`src/hw/rtl/cfls_pkg.sv`:
```
// Shared types and codes for the latency-stamping circular FIFO.
package cfls_pkg;

  typedef enum logic [1:0] {
    STATUS_OK    = 2'd0,
    STATUS_FULL  = 2'd1,
    STATUS_EMPTY = 2'd2
  } status_e;

  typedef enum logic {
    OP_WRITE = 1'b0,
    OP_READ  = 1'b1
  } op_e;

  // Commands from the controller to the datapath.
  typedef struct packed {
    logic    capture;  // new request taken: latch timestamp and status, clear result
    logic    wr_en;    // store word and stamp at tail
    logic    rd_en;    // fetch head entry from the stores
    logic    lat_en;   // subtract and saturate latency
    logic    sqr_en;   // square latency, bump count and sum
    logic    acc_en;   // add square, retire head entry
    status_e status;
  } cmd_t;

  // Queue status back to the controller.
  typedef struct packed {
    logic empty;
    logic full;
  } sts_t;

  localparam int unsigned LatW  = 32;
  localparam int unsigned WordW = 64;

endpackage

```
`src/hw/rtl/cfls_ctrl.sv`:
```
// Sequencer for one request: accept, fetch, latency, square, accumulate, deliver.
module cfls_ctrl (
  input  logic          clk_i,
  input  logic          rst_ni,
  input  logic          in_valid_i,
  output logic          in_stall_o,
  input  logic          operation_i,
  output logic          out_valid_o,
  input  logic          out_stall_i,
  input  cfls_pkg::sts_t sts_i,
  output cfls_pkg::cmd_t cmd_o
);

  typedef enum logic [2:0] {
    S_IDLE,
    S_LAT,
    S_SQR,
    S_ACC,
    S_OUT
  } state_e;

  state_e state_q, state_d;
  logic   out_valid_q, out_valid_d;
  logic   in_accept;
  logic   is_read;

  assign in_stall_o  = (state_q != S_IDLE);
  assign in_accept   = in_valid_i && !in_stall_o;
  assign is_read     = (operation_i == cfls_pkg::OP_READ);
  assign out_valid_o = out_valid_q;

  always_comb begin
    cmd_o       = '0;
    cmd_o.status = cfls_pkg::STATUS_OK;
    state_d     = state_q;
    out_valid_d = out_valid_q;
    case (state_q)
      S_IDLE: begin
        if (in_accept) begin
          cmd_o.capture = 1'b1;
          if (is_read) begin
            if (sts_i.empty) begin
              cmd_o.status = cfls_pkg::STATUS_EMPTY;
              state_d      = S_OUT;
              out_valid_d  = 1'b1;
            end else begin
              cmd_o.rd_en = 1'b1;
              state_d     = S_LAT;
            end
          end else begin
            if (sts_i.full) begin
              cmd_o.status = cfls_pkg::STATUS_FULL;
            end else begin
              cmd_o.wr_en = 1'b1;
            end
            state_d     = S_OUT;
            out_valid_d = 1'b1;
          end
        end
      end
      S_LAT: begin
        cmd_o.lat_en = 1'b1;
        state_d      = S_SQR;
      end
      S_SQR: begin
        cmd_o.sqr_en = 1'b1;
        state_d      = S_ACC;
      end
      S_ACC: begin
        cmd_o.acc_en = 1'b1;
        state_d      = S_OUT;
        out_valid_d  = 1'b1;
      end
      S_OUT: begin
        if (!out_stall_i) begin
          state_d     = S_IDLE;
          out_valid_d = 1'b0;
        end
      end
      default: begin
        state_d     = S_IDLE;
        out_valid_d = 1'b0;
      end
    endcase
  end

  always_ff @(posedge clk_i or negedge rst_ni) begin
    if (!rst_ni) begin
      state_q     <= S_IDLE;
      out_valid_q <= 1'b0;
    end else begin
      state_q     <= state_d;
      out_valid_q <= out_valid_d;
    end
  end

  a_valid_in_out: assert property (@(posedge clk_i) disable iff (!rst_ni)
    out_valid_q |-> (state_q == S_OUT))
    else $error("result valid outside delivery state");

  a_read_starts: assert property (@(posedge clk_i) disable iff (!rst_ni)
    (in_accept && is_read && !sts_i.empty) |=> (state_q == S_LAT))
    else $error("good read did not start the latency sequence");

  a_read_seq: assert property (@(posedge clk_i) disable iff (!rst_ni)
    (state_q == S_LAT) |=> (state_q == S_SQR) ##1 (state_q == S_ACC) ##1 out_valid_q)
    else $error("read sequence broken");

endmodule

```
`src/hw/rtl/cfls_dp.sv`:
```
// Queue stores, pointers, latency arithmetic and statistics accumulators.
module cfls_dp #(
  parameter int unsigned DEPTH = 16
) (
  input  logic                          clk_i,
  input  logic                          rst_ni,
  input  cfls_pkg::cmd_t                cmd_i,
  output cfls_pkg::sts_t                sts_o,
  input  logic [cfls_pkg::WordW-1:0]    write_data_i,
  input  logic [cfls_pkg::WordW-1:0]    now_i,
  output logic [cfls_pkg::WordW-1:0]    read_data_o,
  output logic [1:0]                    status_o,
  output logic [cfls_pkg::LatW-1:0]     latency_o,
  output logic [cfls_pkg::LatW-1:0]     read_count_o,
  output logic [cfls_pkg::WordW-1:0]    latency_total_o,
  output logic [cfls_pkg::WordW-1:0]    latency_square_total_o
);

  localparam int unsigned PtrW = $clog2(DEPTH);
  localparam logic [PtrW-1:0] LastIdx = PtrW'(DEPTH - 1);

  logic [cfls_pkg::WordW-1:0] data_mem  [DEPTH];
  logic [cfls_pkg::WordW-1:0] stamp_mem [DEPTH];

  logic [PtrW-1:0]            head_q, tail_q, head_nxt, tail_nxt;
  logic                       empty_q;
  logic [cfls_pkg::WordW-1:0] now_q;
  logic [cfls_pkg::WordW-1:0] data_rd_q, stamp_rd_q;
  logic [cfls_pkg::WordW-1:0] read_data_q;
  cfls_pkg::status_e          status_q;
  logic [cfls_pkg::LatW-1:0]  latency_q;
  logic [cfls_pkg::WordW-1:0] sq_q;
  logic [cfls_pkg::LatW-1:0]  count_q;
  logic [cfls_pkg::WordW-1:0] sum_q, sqsum_q;
  logic [cfls_pkg::WordW-1:0] diff;
  logic [cfls_pkg::LatW-1:0]  lat_sat;
  logic [cfls_pkg::WordW-1:0] sq_w;

  // Wrap at DEPTH, which need not be a power of two.
  assign head_nxt = (head_q == LastIdx) ? '0 : head_q + PtrW'(1);
  assign tail_nxt = (tail_q == LastIdx) ? '0 : tail_q + PtrW'(1);

  assign sts_o.empty = empty_q;
  assign sts_o.full  = !empty_q && (head_q == tail_q);

  assign diff    = now_q - stamp_rd_q;
  assign lat_sat = (diff[cfls_pkg::WordW-1:cfls_pkg::LatW] != '0) ? '1
                                                                   : diff[cfls_pkg::LatW-1:0];
  assign sq_w    = {32'd0, latency_q} * {32'd0, latency_q};

  always_ff @(posedge clk_i) begin
    if (cmd_i.wr_en) begin
      data_mem[tail_q]  <= write_data_i;
      stamp_mem[tail_q] <= now_i;
    end
    if (cmd_i.rd_en) begin
      data_rd_q  <= data_mem[head_q];
      stamp_rd_q <= stamp_mem[head_q];
    end
  end

  always_ff @(posedge clk_i) begin
    if (cmd_i.capture) begin
      now_q       <= now_i;
      status_q    <= cmd_i.status;
      read_data_q <= '0;
      latency_q   <= '0;
    end
    if (cmd_i.lat_en) begin
      latency_q   <= lat_sat;
      read_data_q <= data_rd_q;
    end
    if (cmd_i.sqr_en) begin
      sq_q <= sq_w;
    end
  end

  always_ff @(posedge clk_i or negedge rst_ni) begin
    if (!rst_ni) begin
      head_q  <= '0;
      tail_q  <= '0;
      empty_q <= 1'b1;
      count_q <= '0;
      sum_q   <= '0;
      sqsum_q <= '0;
    end else begin
      if (cmd_i.wr_en) begin
        tail_q  <= tail_nxt;
        empty_q <= 1'b0;
      end
      if (cmd_i.sqr_en) begin
        count_q <= count_q + 32'd1;
        sum_q   <= sum_q + {32'd0, latency_q};
      end
      if (cmd_i.acc_en) begin
        sqsum_q <= sqsum_q + sq_q;
        head_q  <= head_nxt;
        if (head_nxt == tail_q) begin
          empty_q <= 1'b1;
        end
      end
    end
  end

  assign read_data_o            = read_data_q;
  assign status_o               = status_q;
  assign latency_o              = latency_q;
  assign read_count_o           = count_q;
  assign latency_total_o        = sum_q;
  assign latency_square_total_o = sqsum_q;

  a_write_fills: assert property (@(posedge clk_i) disable iff (!rst_ni)
    cmd_i.wr_en |=> !empty_q)
    else $error("queue empty after a write");

  a_count_step: assert property (@(posedge clk_i) disable iff (!rst_ni)
    cmd_i.sqr_en |=> (count_q == $past(count_q) + 32'd1))
    else $error("read count did not advance");

  a_no_overflow: assert property (@(posedge clk_i) disable iff (!rst_ni)
    cmd_i.wr_en |-> !(!empty_q && (head_q == tail_q)))
    else $error("write into full queue");

endmodule

```
`src/hw/rtl/circular_fifo_latency_stats.sv`:
```
// Top level: circular FIFO with timestamped entries and read-latency statistics.
//
//  channel  valid       stall         payload
//  input    in_valid_i  in_stall_o    operation_i, write_data_i, now_i
//  output   out_valid_o out_stall_i   read_data_o, status_o, latency_o, read_count_o,
//                                     latency_total_o, latency_square_total_o
//
// One request at a time. A write, a dropped write or a read of an empty queue shows
// its result the cycle after acceptance; a successful read passes through store fetch,
// latency subtract, 32x32 square and square accumulate before its result shows.
// The next request is taken the cycle after the result leaves.
// Reset leaves the queue empty and the statistics at zero; stores need no clearing.
// A stalled result holds, and input stays stalled until it is taken.
module circular_fifo_latency_stats #(
  parameter int unsigned DEPTH = 16
) (
  input  logic        clk_i,
  input  logic        rst_ni,
  input  logic        in_valid_i,
  output logic        in_stall_o,
  input  logic        operation_i,
  input  logic [63:0] write_data_i,
  input  logic [63:0] now_i,
  output logic        out_valid_o,
  input  logic        out_stall_i,
  output logic [63:0] read_data_o,
  output logic [1:0]  status_o,
  output logic [31:0] latency_o,
  output logic [31:0] read_count_o,
  output logic [63:0] latency_total_o,
  output logic [63:0] latency_square_total_o
);

  cfls_pkg::cmd_t cmd;
  cfls_pkg::sts_t sts;

  cfls_ctrl u_ctrl (
    .clk_i       (clk_i),
    .rst_ni      (rst_ni),
    .in_valid_i  (in_valid_i),
    .in_stall_o  (in_stall_o),
    .operation_i (operation_i),
    .out_valid_o (out_valid_o),
    .out_stall_i (out_stall_i),
    .sts_i       (sts),
    .cmd_o       (cmd)
  );

  cfls_dp #(
    .DEPTH (DEPTH)
  ) u_dp (
    .clk_i                  (clk_i),
    .rst_ni                 (rst_ni),
    .cmd_i                  (cmd),
    .sts_o                  (sts),
    .write_data_i           (write_data_i),
    .now_i                  (now_i),
    .read_data_o            (read_data_o),
    .status_o               (status_o),
    .latency_o              (latency_o),
    .read_count_o           (read_count_o),
    .latency_total_o        (latency_total_o),
    .latency_square_total_o (latency_square_total_o)
  );

endmodule
```
`config.mk`:
```
export PLATFORM = sky130hd
export DESIGN_NAME = circular_fifo_latency_stats
export DESIGN_NICKNAME = d
export VERILOG_FILES = /design/src/hw/rtl/cfls_pkg.sv /design/src/hw/rtl/cfls_ctrl.sv /design/src/hw/rtl/cfls_dp.sv /design/src/hw/rtl/circular_fifo_latency_stats.sv
export SDC_FILE = /design/constraint.sdc
export NUM_CORES = 2
export LEC_CHECK = 0
export BUFFER_PORTS_ARGS = -buffer_cell sky130_fd_sc_hd__clkbuf_2
export CORE_UTILIZATION = 45
export DETAILED_ROUTE_END_ITERATION = 12
export PLACE_DENSITY_LB_ADDON = 0.2
export SETUP_SLACK_MARGIN = 0.4
export SLEW_MARGIN = 20
export SYNTH_ARGS = -nofsm -noshare
export SYNTH_HDL_FRONTEND = slang
export SYNTH_SLANG_ARGS = --single-unit
```
`constraint.sdc`:
```
create_clock -name clk_i -period 17.2 [get_ports clk_i]
set_input_delay 3.44 -clock clk_i [delete_from_list [all_inputs] [get_ports clk_i]]
set_output_delay 3.44 -clock clk_i [all_outputs]
set_load 0.005 [all_outputs]
```
==> run_summary.xml <==
<?xml version="1.0" encoding="UTF-8"?>
<metrics>
  <group name="finish">
    <metric name="final_nets" unit="">11300</metric>
    <metric name="area_delta_synth_final" unit="%">11.6</metric>
    <metric name="area_of_the_multi_input_gates" unit="sq mm">0.0530</metric>
    <metric name="layout-drive-gt1-share" unit="">0.137</metric>
    <metric name="instances_no_fill" unit="">14100</metric>
    <metric name="ff_latch_area" unit="sq mm">0.0764</metric>
    <metric name="nFillCells" unit="">25000</metric>
  </group>
  <group name="synth">
    <metric name="syn_avg_cell_area" unit="sq um">14.2</metric>
    <metric name="synth_flop_cell" unit="">edfxtp_1</metric>
    <metric name="synthDominantCellAreaShare" unit="">0.534</metric>
    <metric name="postSynthCellCount" unit="">9502</metric>
    <metric name="synthesis.yosys.warnings" unit="">0</metric>
    <metric name="largest_cells_by_area_after_synthesis" unit="">edfxtp_1 (53%), fa_1 (12%), ha_1 (4.3%), mux4_2 (4.3%), dfrtp_1 (3.2%)</metric>
    <metric name="yosysTopAreaCell" unit="">edfxtp_1</metric>
    <metric name="synth_common_cells" unit="">edfxtp_1 (2401), inv_1 (1065), fa_1 (794), nand2_1 (688)</metric>
    <metric name="synth.cell_area" unit="sq mm">0.135</metric>
    <metric name="ys_seq_elements" unit="">2574</metric>
    <metric name="yosys.cell_count.top_type" unit="">edfxtp_1</metric>
    <metric name="post_synth_num_cell_types" unit="">91</metric>
    <metric name="synth_nets" unit="">10900</metric>
    <metric name="synth.yosys.seq_area_share" unit="">0.567</metric>
    <metric name="async_flop_share" unit="">0.0672</metric>
    <metric name="synth_edf_count" unit="">2401</metric>
  </group>
  <group name="cts">
    <metric name="cts_tree" unit="">yes</metric>
    <metric name="cts.sink_count" unit="">2574</metric>
    <metric name="clockBufferDepth" unit="">4</metric>
    <metric name="cts_repair_resized_insts" unit="">0</metric>
    <metric name="number_of_buffers_created_by_cts" unit="">280</metric>
    <metric name="htree_num_levels" unit="">5</metric>
    <metric name="post_cts.repair.setup_buffers" unit="">0</metric>
    <metric name="clock_root_buffer_master" unit="">clkbuf_16</metric>
    <metric name="cts_hold_buf" unit="">0</metric>
    <metric name="path_clk_slew" unit="ps">70</metric>
    <metric name="clk-insertion-delay-late" unit="ps">890</metric>
  </group>
  <group name="route">
    <metric name="drtAntennaViolNets" unit="">0</metric>
    <metric name="wl_per_cell" unit="microns">25.9</metric>
    <metric name="totalWireLength" unit="microns">364000</metric>
    <metric name="post_dr_vias_cell" unit="">5.69</metric>
    <metric name="vias" unit="">79900</metric>
    <metric name="drt_drc_violations_left" unit="">0</metric>
    <metric name="drtPass1Iterations" unit="">6</metric>
    <metric name="initialDrtViolationCount" unit="">6517</metric>
  </group>
  <group name="global_routing">
    <metric name="grt_pass1_vias" unit="">82500</metric>
    <metric name="grt_first_pass_wirelength" unit="microns">539000</metric>
    <metric name="antenna_found_initial" unit="">55</metric>
    <metric name="grt_util_all_layers" unit="">0.240</metric>
    <metric name="grt_max_degree" unit="">152</metric>
    <metric name="global_route.overflow_total" unit="">0</metric>
  </group>
  <group name="critical_path">
    <metric name="critical_path.slowest_cell" unit="">o41ai_1</metric>
    <metric name="endpoint_arrival_time_on_the_critical_path" unit="ps">10400</metric>
    <metric name="worst-path-buf-inv" unit="">4</metric>
    <metric name="worst_endpoint_required_time" unit="ps">17830</metric>
    <metric name="cpLargestDelayFamily" unit="">adder cells</metric>
    <metric name="critical_path.max_stage_delay" unit="ps">820</metric>
    <metric name="worst-path-max-fanout" unit="">32</metric>
    <metric name="critical_path_class" unit="">flip-flop to flip-flop</metric>
    <metric name="timing.critical_path.from_type" unit="">flip-flop</metric>
    <metric name="worst_path_most_repeated_cell" unit="">fa_1</metric>
    <metric name="critical_path_depth" unit="">25</metric>
    <metric name="r2r_cells" unit="">25</metric>
    <metric name="crit_path_end_kind" unit="">flip-flop</metric>
  </group>
  <group name="floorplan">
    <metric name="top_level_ports" unit="">393</metric>
    <metric name="placeable_core_area" unit="sq mm">0.298</metric>
    <metric name="core.rowCount" unit="">200</metric>
    <metric name="horizontal_die_dimension" unit="microns">550</metric>
    <metric name="dieArea" unit="sq mm">0.302</metric>
    <metric name="floorplan.die.height" unit="microns">550</metric>
    <metric name="start_util" unit="">0.453</metric>
  </group>
  <group name="place">
    <metric name="gp_congestion" unit="">0.932</metric>
    <metric name="dp.final_hpwl" unit="microns">224000</metric>
    <metric name="placed_cells_incl_taps" unit="">13500</metric>
    <metric name="place.port_buffers" unit="">392</metric>
  </group>
  <group name="hold_path">
    <metric name="worstHoldPathType" unit="">flip-flop to flip-flop</metric>
    <metric name="hold_depth" unit="">1</metric>
  </group>
  <group name="run">
    <metric name="max_cap_violations" unit="">0</metric>
  </group>
  <group name="sta">
    <metric name="grt_setup_unrepaired" unit="">false</metric>
    <metric name="min_period_over_period" unit="">0.568</metric>
    <metric name="setup_total_negative_slack" unit="ps">0</metric>
    <metric name="tightestPinTransition" unit="ps">1140</metric>
    <metric name="clock-skew-final" unit="ps">75.1</metric>
    <metric name="hold_viol" unit="">0</metric>
    <metric name="max-slew-margin-rel" unit="">0.237</metric>
    <metric name="fin_crit" unit="ps">9780</metric>
    <metric name="fmax" unit="MHz">102</metric>
    <metric name="finalSetupViolations" unit="">0</metric>
    <metric name="report.final.slew_viol_count" unit="">0</metric>
  </group>
  <group name="outcome">
    <metric name="run_status" unit="">finished clean</metric>
  </group>
</metrics>
## cell families after synthesis
logic type / Yosys count / synth area share
XOR/XNOR: 289 / 0.0188
AO/OA/AOI/OAI: 1532 / 0.0725
flip-flops: 2574 / 0.567
AND/OR/NAND/NOR: 1590 / 0.0569
buffers and inverters: 1476 / 0.0414
adder cells (fa/ha/maj): 1257 / 0.161
multiplexers: 784 / 0.0832
## registers in the layout, indices dropped and copies added, names as in the netlist
name	cells
u_ctrl.out_valid_o	1
u_ctrl.state_q	3
u_dp.data_mem	1024
u_dp.data_rd_q	64
u_dp.empty_q	1
u_dp.head_q	4
u_dp.latency_o	32
u_dp.latency_square_total_o	64
u_dp.latency_total_o	64
u_dp.now_q	64
u_dp.read_count_o	32
u_dp.read_data_o	64
u_dp.sq_q	63
u_dp.stamp_mem	1024
u_dp.stamp_rd_q	64
u_dp.status_o	2
u_dp.tail_q	4
## metal layers
| layer | wire [microns] | share of wire | vias up | GRT usage |
|---|---|---|---|---|
| met3 | 22000 | 0.061 | 612 | 0.0370 |
| met4 | 11500 | 0.032 | 52 | 0.0745 |
| met1 | 151000 | 0.41 | 41600 | 0.318 |
| met2 | 179000 | 0.49 | 2407 | 0.407 |
| met5 | 332 | 0.00091 | - | 0 |
| li1 | - | - | 35200 | - |
## final cells by class
cell class | count | share of cell area
tap | 3939 | 0.0327
inverter | 1066 | 0.0266
clock inverter | 163 | 0.0120
clock buffer | 334 | 0.0488
timing repair buffer | 506 | 0.0197
multi-input combinational | 5452 | 0.352
sequential | 2574 | 0.508
antenna | 23 | 0.000382
## path summary, 6_finish.rpt
kind / start / endpoint / slack [ps]
max in group asynchronous: rst_ni / u_dp.latency_total_o[52] / 12650
min: u_dp.latency_total_o[63] / u_dp.latency_total_o[63] / 480
max: u_dp.latency_o[8] / u_dp.sq_q[43] / 7420
min reg2reg: u_dp.latency_total_o[63] / u_dp.latency_total_o[63] / 480
max reg2reg: u_dp.latency_o[8] / u_dp.sq_q[43] / 7420
min in group asynchronous: rst_ni / u_dp.latency_square_total_o[3] / 2600
## cell usage in the layout (no fill, tap or decap), types with 23 or more instances in the layout
cell       netlist  final
ha_1           463    463
inv_1         1065   1063
o31ai_1         29     29
nand4_1         52     52
clkinv_2         0     40
a21oi_1        357    357
mux2_2         138    138
a31oi_1         64     64
a22oi_1        128    128
buf_4            3    103
nand3_1         74     74
nor2_1         192    190
nor2b_1         27     27
o21ai_0        463    463
and3_1          59     58
edfxtp_1      2401   2401
clkinv_1         1     61
o21a_1          32     32
clkbuf_1       337     46
xnor2_1        156    156
bufinv_16        0     26
nor3_1          62     62
nand2_1        688    685
mux2i_1        389    389
xor2_1         133    133
dfrtp_1        172    168
a221oi_1       136    136
o21bai_1        36     36
mux4_2         256    256
fa_1           794    794
and2_1         308    292
nand2b_1        31     30
clkbuf_2         2    391
clkbuf_16        0    285
diode_2          0     23
a21o_1         107    107
## metrics by stage
| step | util | area (sq um) | hold WS [ps] | setup WS (ps) |
|---|---|---|---|---|
| global route | 0.506 | 151000 | 492 | 7050 |
| detailed placement | 0.475 | 141000 | 471 | 7600 |
| CTS | 0.506 | 150000 | 485 | 7580 |
| global placement | 0.475 | 141000 | 457 | 7860 |
| finish | 0.506 | 151000 | 480 | 7420 |
| floorplan | - | 135000 | 465 | 517 |
Power is left out: the tool's default activity adds up to more than one toggle a clock period on the data nets, which glitch-free logic cannot reach.
